**config.mk**
```make
export PLATFORM = sky130hd
export DESIGN_NAME = periodic_task_due_scheduler
export DESIGN_NICKNAME = d
export VERILOG_FILES = /design/src/sv/pds_pkg.sv /design/src/sv/periodic_task_due_scheduler.sv /design/src/sv/pds_ram.sv /design/src/sv/pds_alu.sv
export VERILOG_INCLUDE_DIRS = /design/src /design/src/sv
export SDC_FILE = /design/constraint.sdc
export NUM_CORES = 1
export LEC_CHECK = 0
export BUFFER_PORTS_ARGS = -buffer_cell sky130_fd_sc_hd__buf_2
export CAP_MARGIN = 20
export CORE_ASPECT_RATIO = 1.75
export CORE_MARGIN = 2
export CORE_UTILIZATION = 25
export CTS_CLUSTER_DIAMETER = 30
export DETAILED_ROUTE_END_ITERATION = 8
export HOLD_SLACK_MARGIN = 0.12
export PLACE_DENSITY = 0.35
export SKIP_CTS_REPAIR_TIMING = 1
export SYNTH_ARGS = -nofsm -noshare
export SYNTH_HDL_FRONTEND = slang
export SYNTH_SLANG_ARGS = --single-unit
```
**constraint.sdc**
```tcl
create_clock -name clk -period 13.4 [get_ports clk]
set_input_delay 2.68 -clock clk [delete_from_list [all_inputs] [get_ports clk]]
set_output_delay 2.68 -clock clk [all_outputs]
set_load 0.005 [all_outputs]
```
**src/sv/assert_macros.svh**
```systemverilog
// Assertion helpers shared by the scheduler RTL.
// Each macro expects clk and rst_n in the scope where it is used.
`ifndef ASSERT_MACROS_SVH
`define ASSERT_MACROS_SVH
`ifndef SYNTHESIS
// Check a property that must hold in the same cycle.
`define PDS_ASSERT(label, prop, msg) \
  label: assert property (@(posedge clk) disable iff (!rst_n) (prop)) else $error(msg);
// Check that a trigger is followed by a condition in the next cycle.
`define PDS_ASSERT_NEXT(label, trig, cond, msg) \
  label: assert property (@(posedge clk) disable iff (!rst_n) (trig) |=> (cond)) \
    else $error(msg);
`else
`define PDS_ASSERT(label, prop, msg)
`define PDS_ASSERT_NEXT(label, trig, cond, msg)
`endif
`endif

```
**src/sv/pds_pkg.sv**
```systemverilog
package pds_pkg;

  localparam int TICK_W          = 32;
  localparam int KIND_W          = 3;
  localparam int TIDX_W          = 3;
  localparam int MASK_W          = 8;
  localparam int SLOT_W          = 3;
  localparam int MAX_ENTRIES_DEF = 8;

  // Request kinds
  typedef enum logic [KIND_W-1:0] {
    KIND_TICK    = 3'd0,
    KIND_RUN     = 3'd1,
    KIND_REG     = 3'd2,
    KIND_ENABLE  = 3'd3,
    KIND_DISABLE = 3'd4
  } kind_t;

  // Result of one entry evaluation by the shared unit
  typedef struct packed {
    logic              due;
    logic [TICK_W-1:0] adv;
  } alu_res_t;

endpackage

```
**src/sv/periodic_task_due_scheduler.sv**
```systemverilog
// Channel   Handshake        Payload
// request   start / busy     in_kind, in_task_index, in_period
// result    out_valid        out_due_mask, out_status, out_slot, out_tick_now
//
// Tick, register, enable, disable: the result strobes the next cycle.
// Run scan: after the request cycle the table is read entry by entry, the shared
// compare/add evaluating each entry in the cycle after its read; once the last entry is
// evaluated, the result is posted.
// busy is high during a run scan, for all but its request cycle. Reset is synchronous,
// active low, clears tick counter, entry count and enable flags; tables need no clear.
// The receiver cannot stall: each result is present for exactly one cycle.
module periodic_task_due_scheduler #(
  parameter int MAX_ENTRIES = pds_pkg::MAX_ENTRIES_DEF
) (
  input  logic                         clk,
  input  logic                         rst_n,
  input  logic                         start,
  output logic                         busy,
  input  logic [pds_pkg::KIND_W-1:0]   in_kind,
  input  logic [pds_pkg::TIDX_W-1:0]   in_task_index,
  input  logic [pds_pkg::TICK_W-1:0]   in_period,
  output logic                         out_valid,
  output logic [pds_pkg::MASK_W-1:0]   out_due_mask,
  output logic                         out_status,
  output logic [pds_pkg::SLOT_W-1:0]   out_slot,
  output logic [pds_pkg::TICK_W-1:0]   out_tick_now
);
  import pds_pkg::*;
  `include "assert_macros.svh"

  localparam int IW = (MAX_ENTRIES > 1) ? $clog2(MAX_ENTRIES) : 1;
  localparam int CW = $clog2(MAX_ENTRIES + 1);

  typedef enum logic {ST_IDLE, ST_SCAN} state_t;

  state_t               state_r, state_nxt;
  logic [TICK_W-1:0]    tick_r, tick_nxt;
  logic [CW-1:0]        cnt_r, cnt_nxt;
  logic [MAX_ENTRIES-1:0] en_r, en_nxt;
  logic [CW-1:0]        rd_idx_r, rd_idx_nxt;
  logic                 ev_vld_r, ev_vld_nxt;
  logic [IW-1:0]        ev_idx_r, ev_idx_nxt;
  logic [MASK_W-1:0]    mask_r, mask_nxt;
  logic                 out_valid_r, out_valid_nxt;
  logic [MASK_W-1:0]    out_mask_r, out_mask_nxt;
  logic                 out_status_r, out_status_nxt;
  logic [SLOT_W-1:0]    out_slot_r, out_slot_nxt;
  logic [TICK_W-1:0]    out_tick_r, out_tick_nxt;

  logic                 accept;
  logic                 idx_ok;
  logic                 rd_done;
  logic                 per_we, last_we;
  logic [IW-1:0]        waddr, raddr;
  logic [TICK_W-1:0]    last_wdata;
  logic [TICK_W-1:0]    per_rdata, last_rdata;
  alu_res_t             alu_res;

  assign accept  = start && !busy;
  assign idx_ok  = ({{(32-TIDX_W){1'b0}}, in_task_index} < 32'(cnt_r));
  assign rd_done = (rd_idx_r >= cnt_r);
  assign raddr   = rd_idx_r[IW-1:0];

  pds_ram #(.WIDTH(TICK_W), .DEPTH(MAX_ENTRIES), .AW(IW)) u_per_ram (
    .clk   (clk),
    .we    (per_we),
    .waddr (waddr),
    .wdata (in_period),
    .raddr (raddr),
    .rdata (per_rdata)
  );

  pds_ram #(.WIDTH(TICK_W), .DEPTH(MAX_ENTRIES), .AW(IW)) u_last_ram (
    .clk   (clk),
    .we    (last_we),
    .waddr (waddr),
    .wdata (last_wdata),
    .raddr (raddr),
    .rdata (last_rdata)
  );

  pds_alu u_alu (
    .now  (tick_r),
    .last (last_rdata),
    .per  (per_rdata),
    .res  (alu_res)
  );

  // Sequence requests and the entry scan
  always_comb begin
    state_nxt      = state_r;
    tick_nxt       = tick_r;
    cnt_nxt        = cnt_r;
    en_nxt         = en_r;
    rd_idx_nxt     = rd_idx_r;
    ev_vld_nxt     = 1'b0;
    ev_idx_nxt     = ev_idx_r;
    mask_nxt       = mask_r;
    out_valid_nxt  = 1'b0;
    out_mask_nxt   = out_mask_r;
    out_status_nxt = out_status_r;
    out_slot_nxt   = out_slot_r;
    out_tick_nxt   = out_tick_r;
    per_we         = 1'b0;
    last_we        = 1'b0;
    waddr          = ev_idx_r;
    last_wdata     = alu_res.adv;

    case (state_r)
      ST_IDLE: begin
        if (accept) begin
          out_mask_nxt   = '0;
          out_status_nxt = 1'b0;
          out_slot_nxt   = '0;
          out_valid_nxt  = 1'b1;
          case (in_kind)
            KIND_TICK: begin
              tick_nxt = tick_r + 1'b1;
            end
            KIND_RUN: begin
              // Start the scan at entry zero
              out_valid_nxt = 1'b0;
              rd_idx_nxt    = '0;
              mask_nxt      = '0;
              state_nxt     = ST_SCAN;
            end
            KIND_REG: begin
              if ((in_period == '0) || (32'(cnt_r) >= MAX_ENTRIES)) begin
                out_status_nxt = 1'b1;
              end else begin
                waddr              = IW'(cnt_r);
                last_wdata         = tick_r;
                per_we             = 1'b1;
                last_we            = 1'b1;
                en_nxt[IW'(cnt_r)] = 1'b1;
                out_slot_nxt       = SLOT_W'(cnt_r);
                cnt_nxt            = cnt_r + 1'b1;
              end
            end
            KIND_ENABLE: begin
              if (idx_ok) begin
                waddr                      = IW'(in_task_index);
                last_wdata                 = tick_r;
                last_we                    = 1'b1;
                en_nxt[IW'(in_task_index)] = 1'b1;
              end
            end
            KIND_DISABLE: begin
              if (idx_ok) begin
                en_nxt[IW'(in_task_index)] = 1'b0;
              end
            end
            default: begin
            end
          endcase
          out_tick_nxt = tick_nxt;
        end
      end
      ST_SCAN: begin
        // Issue the next table read
        if (!rd_done) begin
          rd_idx_nxt = rd_idx_r + 1'b1;
          ev_vld_nxt = 1'b1;
          ev_idx_nxt = rd_idx_r[IW-1:0];
        end
        // Evaluate the entry read last cycle and write back its advance
        if (ev_vld_r && en_r[ev_idx_r] && alu_res.due) begin
          last_we = 1'b1;
          for (int b = 0; b < MASK_W; b++) begin
            if (32'(ev_idx_r) == b) begin
              mask_nxt[b] = 1'b1;
            end
          end
        end
        // Finish once the last entry is evaluated
        if (rd_done && !ev_vld_r) begin
          state_nxt     = ST_IDLE;
          out_valid_nxt = 1'b1;
          out_mask_nxt  = mask_r;
          out_tick_nxt  = tick_r;
        end
      end
      default: begin
        state_nxt = ST_IDLE;
      end
    endcase
  end

  // Hold state and registered outputs
  always_ff @(posedge clk) begin
    if (!rst_n) begin
      state_r     <= ST_IDLE;
      tick_r      <= '0;
      cnt_r       <= '0;
      en_r        <= '0;
      ev_vld_r    <= 1'b0;
      out_valid_r <= 1'b0;
    end else begin
      state_r     <= state_nxt;
      tick_r      <= tick_nxt;
      cnt_r       <= cnt_nxt;
      en_r        <= en_nxt;
      ev_vld_r    <= ev_vld_nxt;
      out_valid_r <= out_valid_nxt;
    end
    rd_idx_r     <= rd_idx_nxt;
    ev_idx_r     <= ev_idx_nxt;
    mask_r       <= mask_nxt;
    out_mask_r   <= out_mask_nxt;
    out_status_r <= out_status_nxt;
    out_slot_r   <= out_slot_nxt;
    out_tick_r   <= out_tick_nxt;
  end

  assign busy         = (state_r == ST_SCAN);
  assign out_valid    = out_valid_r;
  assign out_due_mask = out_mask_r;
  assign out_status   = out_status_r;
  assign out_slot     = out_slot_r;
  assign out_tick_now = out_tick_r;

  `PDS_ASSERT(a_no_result_in_scan, !(busy && out_valid), "result strobe during scan")
  `PDS_ASSERT(a_cnt_bound, 32'(cnt_r) <= MAX_ENTRIES, "entry count above table size")
  `PDS_ASSERT_NEXT(a_short_result, accept && (in_kind != KIND_RUN), out_valid, "no result")
  `PDS_ASSERT(a_reject_clean, !(out_valid && out_status) || ~|{out_slot, out_due_mask}, "bad reject")

endmodule

```
**src/sv/pds_ram.sv**
```systemverilog
module pds_ram #(
  parameter int WIDTH = 32,
  parameter int DEPTH = 8,
  parameter int AW    = (DEPTH > 1) ? $clog2(DEPTH) : 1
) (
  input  logic             clk,
  input  logic             we,
  input  logic [AW-1:0]    waddr,
  input  logic [WIDTH-1:0] wdata,
  input  logic [AW-1:0]    raddr,
  output logic [WIDTH-1:0] rdata
);

  logic [WIDTH-1:0] mem [DEPTH];
  logic [WIDTH-1:0] rdata_r;

  // Write one word, register the read word
  always_ff @(posedge clk) begin
    if (we) begin
      mem[waddr] <= wdata;
    end
    rdata_r <= mem[raddr];
  end

  assign rdata = rdata_r;

endmodule

```
**src/sv/pds_alu.sv**
```systemverilog
module pds_alu (
  input  logic [pds_pkg::TICK_W-1:0] now,
  input  logic [pds_pkg::TICK_W-1:0] last,
  input  logic [pds_pkg::TICK_W-1:0] per,
  output pds_pkg::alu_res_t          res
);
  import pds_pkg::*;

  logic [TICK_W-1:0] elapsed;

  // Wrap-safe elapsed time, due compare and advance by one period
  always_comb begin
    elapsed = now - last;
    res.due = (elapsed >= per);
    res.adv = last + per;
  end

endmodule
```
==> results by group <==
Finish
  • Seq. cell area: around 0.019 sq mm
  • Fin area: around 0.037 sq mm
  • Layout Cells excl Fill: between 3k and 4k
  • Final core utilization: 31.0%
  • Area growth, synth to finish: 23.4%
  • Share of layout cells above drive strength 1: around 25%
  • Area of the multi-input gates: about 0.01 sq mm
  • # fillers: 11.8k
  • Nets: approximately 2.3k

Die
  • Core Region: 0.119 sq mm
  • DIE WIDTH: around 270 um
  • Die height: approximately 460 um
  • Die ar.: ~0.12 sq mm
  • Num ports: 87
  • Initial Util: around 25%
  • Row count: 168

Job
  • Max Cap Violations: 0

Logic synthesis
  • Primary FF master, synth: edfxtp_1
  • Synth Instances: about 2k
  • Adder-cell area share of the yosys netlist: under 10%
  • Sequential-to-total area share from yosys stat: between 60 and 70%
  • Fraction of registers with async set/reset: 0%
  • Largest family of logic cells by synthesized area: multiplexers
  • Syn nets: between 2k and 2.5k
  • Seq cells post-synth: around 680
  • Post-synth EDFFs: 571
  • Netlist cell types: 67
  • Mapped Area: around 0.030 sq mm
  • Simple-Gate Fraction of Synth Area: 7.02%
  • Mux contribution to synthesized area: between 10% and 20%
  • Avg Inst Size Synth: between 15 and 20 sq um
  • YS warnings: 0
  • Post-Synth XOR/XNOR Area: 3.33%
  • Compound-Gate Fraction of Synth Area: 6.13%

Global route
  • First-pass GRT wire length: 121 mm
  • Grt ovf: 0
  • Initial antenna violation count: 2
  • Largest net degree at the start of global routing: roughly 130
  • GRT Total Usage: between 10% and 20%
  • Vias in the first global route: between 15k and 20k

Placement
  • IO Port Bufs: between 80 and 90
  • Final GP Congestion: between 0.7 and 0.8
  • Post-place instance area: about 0.032 sq mm
  • Dpl cells: 3,541
  • DPL Wire Length: 54.5 mm

CTS
  • Htree depth: 4
  • Worst skew pair latency: roughly 0.74 ns
  • Clock Pin Slew Worst Setup and Hold Paths: approximately 0.050 ns
  • Root buf cell: clkbuf_16
  • Clock sinks: roughly 680
  • Maximum root-to-sink buffer count: 3
  • Inserted Clock Buffers: 130
  • CTS tree: built

Setup path
  • Crit-path max FO: 20
  • Crit path DAT: just over 7 ns
  • Setup crit end kind: register
  • Crit path kind: register to register
  • Worst endpoint required time: around 14 ns
  • CP Launch Type: register

Drt
  • Antenna viol nets, final: 0
  • Pre-Repair DR Iteration Count: 4
  • Vias/cell: 4.52
  • Initial DRC count: between 800 and 900
  • Total routed wirelength: between 80 and 90 mm
  • Via Count: between 15k and 20k
  • WL per Instance: roughly 22 um
  • Post-route DRC: 0

Pwr
  • Power per cell area: around 160 mW/mm^2
  • Pleak: ~13 nW
  • Overall power: a little under 6 mW
  • Peak VDD IR: 107 uV

STA
  • Max-slew headroom: between 30% and 40%
  • RSZ-0062 raised after global routing: no
  • Fin. Hold Viols: 0
  • Setup TNS: 0 ns
  • Min Tclk post-route: ~6.8 ns
  • Max Slew Vio Count: 0
  • Final period util: between 50% and 60%
  • Final Skew: 0.0385 ns
  • Worst-Margin Slew: ~1.0 ns
  • # setup viols final: 0
  • Max Clk Rate: ~150 MHz

Hold path
  • Worst hold path class: register to register

Status
  • Run status: completed
cells by family after synthesis:
group,Yosys count
compound gates,294
flops,682
buf+inv,162
xor+xnor,114
mux,198
simple gates,400
fa+ha+maj,106
worst max-delay path, stage by stage, from the launching register on:
cell	delay [ns]
dfxtp_1	0.33
inv_1	0.17
ha_1	0.21
inv_1	0.06
fa_1	0.41
a21oi_1	0.19
o21ai_0	0.16
o21ai_0	0.44
o21ai_0	0.30
a211oi_1	0.30
buf_4	0.21
and3b_1	0.25
o31ai_1	0.12
a21oi_1	0.19
xnor2_1	0.10
ha_1	0.30
nand2_1	0.09
nor4_1	0.53
o21ai_0	0.15
and3_1	0.19
o22ai_1	0.32
a41oi_1	0.40
buf_4	0.31
nor4b_2	0.28
buf_4	0.39
synth_stat cells, drive strengths merged (3+ instances only):
library cell	count	area share [%]
a211oi	9	0.23
a21boi	18	0.45
a21o	48	1.2
a21oi	65	1.1
a31oi	6	0.13
and2	41	0.86
and3	19	0.41
buf	21	0.29
clkbuf	56	0.70
dfxtp	111	7.4
edfxtp	571	57
ha	104	4.3
inv	84	1.1
mux2	66	2.5
mux4	130	9.8
nand2	108	1.4
nand2b	15	0.31
nand3	30	0.54
nand4	27	0.61
nor2	62	0.79
nor2b	15	0.31
nor3	19	0.36
nor3b	6	0.15
nor4	22	0.46
nor4b	3	0.088
o211a	3	0.10
o21a	12	0.30
o21ai	91	1.5
o21bai	8	0.20
o22ai	3	0.063
o31ai	12	0.30
or2	9	0.19
or2b	3	0.075
or3	11	0.23
or4	3	0.088
xnor2	72	2.1
xor2	42	1.2
power by group:
group          switching [mW]  total, mW  internal [mW]
Combinational           0.155      0.238         0.0830
Clock                    1.13       3.27           2.15
Sequential             0.0124       2.36           2.35
metrics by stage:
stage          worst slack [ns]  hold WS, ns
2_1_floorplan              5.11        0.451
3_5_place_dp               5.72        0.478
3_3_place_gp               5.78        0.473
6_report                   6.63        0.483
5_1_grt                    5.89        0.526
4_1_cts                    6.37        0.485
layout make-up:
cell class	instances	area share (%)
flip-flops and latches	682	52.4
inverters	85	0.863
diodes	2	0.0135
multi-input cells	1112	27.2
clock inverters	83	2.61
well taps	1530	5.18
repair buffers	136	2.24
clock buffers	154	9.45
flip-flops by register name (all words and copies together) (netlist names):
register / count
out_tick_now: 32
mask_r: 8
out_due_mask: 8
busy: 1
u_per_ram.rdata: 32
ev_idx_r: 3
out_status: 1
out_slot: 3
out_valid: 1
rd_idx_r: 4
u_last_ram.mem: 256
en_r: 8
tick_r: 32
u_last_ram.rdata: 32
u_per_ram.mem: 256
cnt_r: 4
ev_vld_r: 1
placed cells by master, fill, tap and decap left out, types with 13 or more instances in the layout:
cell and n:
buf_2 87, nand3_1 29, edfxtp_1 571, mux4_2 130, buf_4 44, clkbuf_16 136
nor3_1 13, and3_1 18, nand2b_1 15, a21oi_1 65, clkbuf_1 16, mux2_2 66
nor4_1 22, xor2_1 42, nor2_1 56, a21boi_0 16, dfxtp_1 111, xnor2_1 72
nand2_1 108, inv_1 84, o21ai_0 89, nand4_1 26, a21o_1 48, clkinv_2 13
and2_1 41, inv_6 14, nor2b_1 15, bufinv_16 14, ha_1 104
per-layer routing:
layer | up-vias | global-route usage [%] | part of all wire, %
li1 | 7959 | - | -
met1 | 8639 | 15.6 | 41
met2 | 359 | 24.5 | 52
met3 | 131 | 2.85 | 3.9
met4 | 2 | 5.25 | 2.7
met5 | - | 0 | 0.013
final timing paths:
kind,from,endpoint,slack [ns],depth (start not counted)
worst max-delay path,tick_r[0],u_last_ram.mem[1][21],6.63,24
worst min-delay path,en_r[6],en_r[6],0.48,2
worst max register to register,tick_r[0],u_last_ram.mem[1][21],6.63,24
worst min register to register,en_r[6],en_r[6],0.48,2
Power figures use the tool's default switching activity.
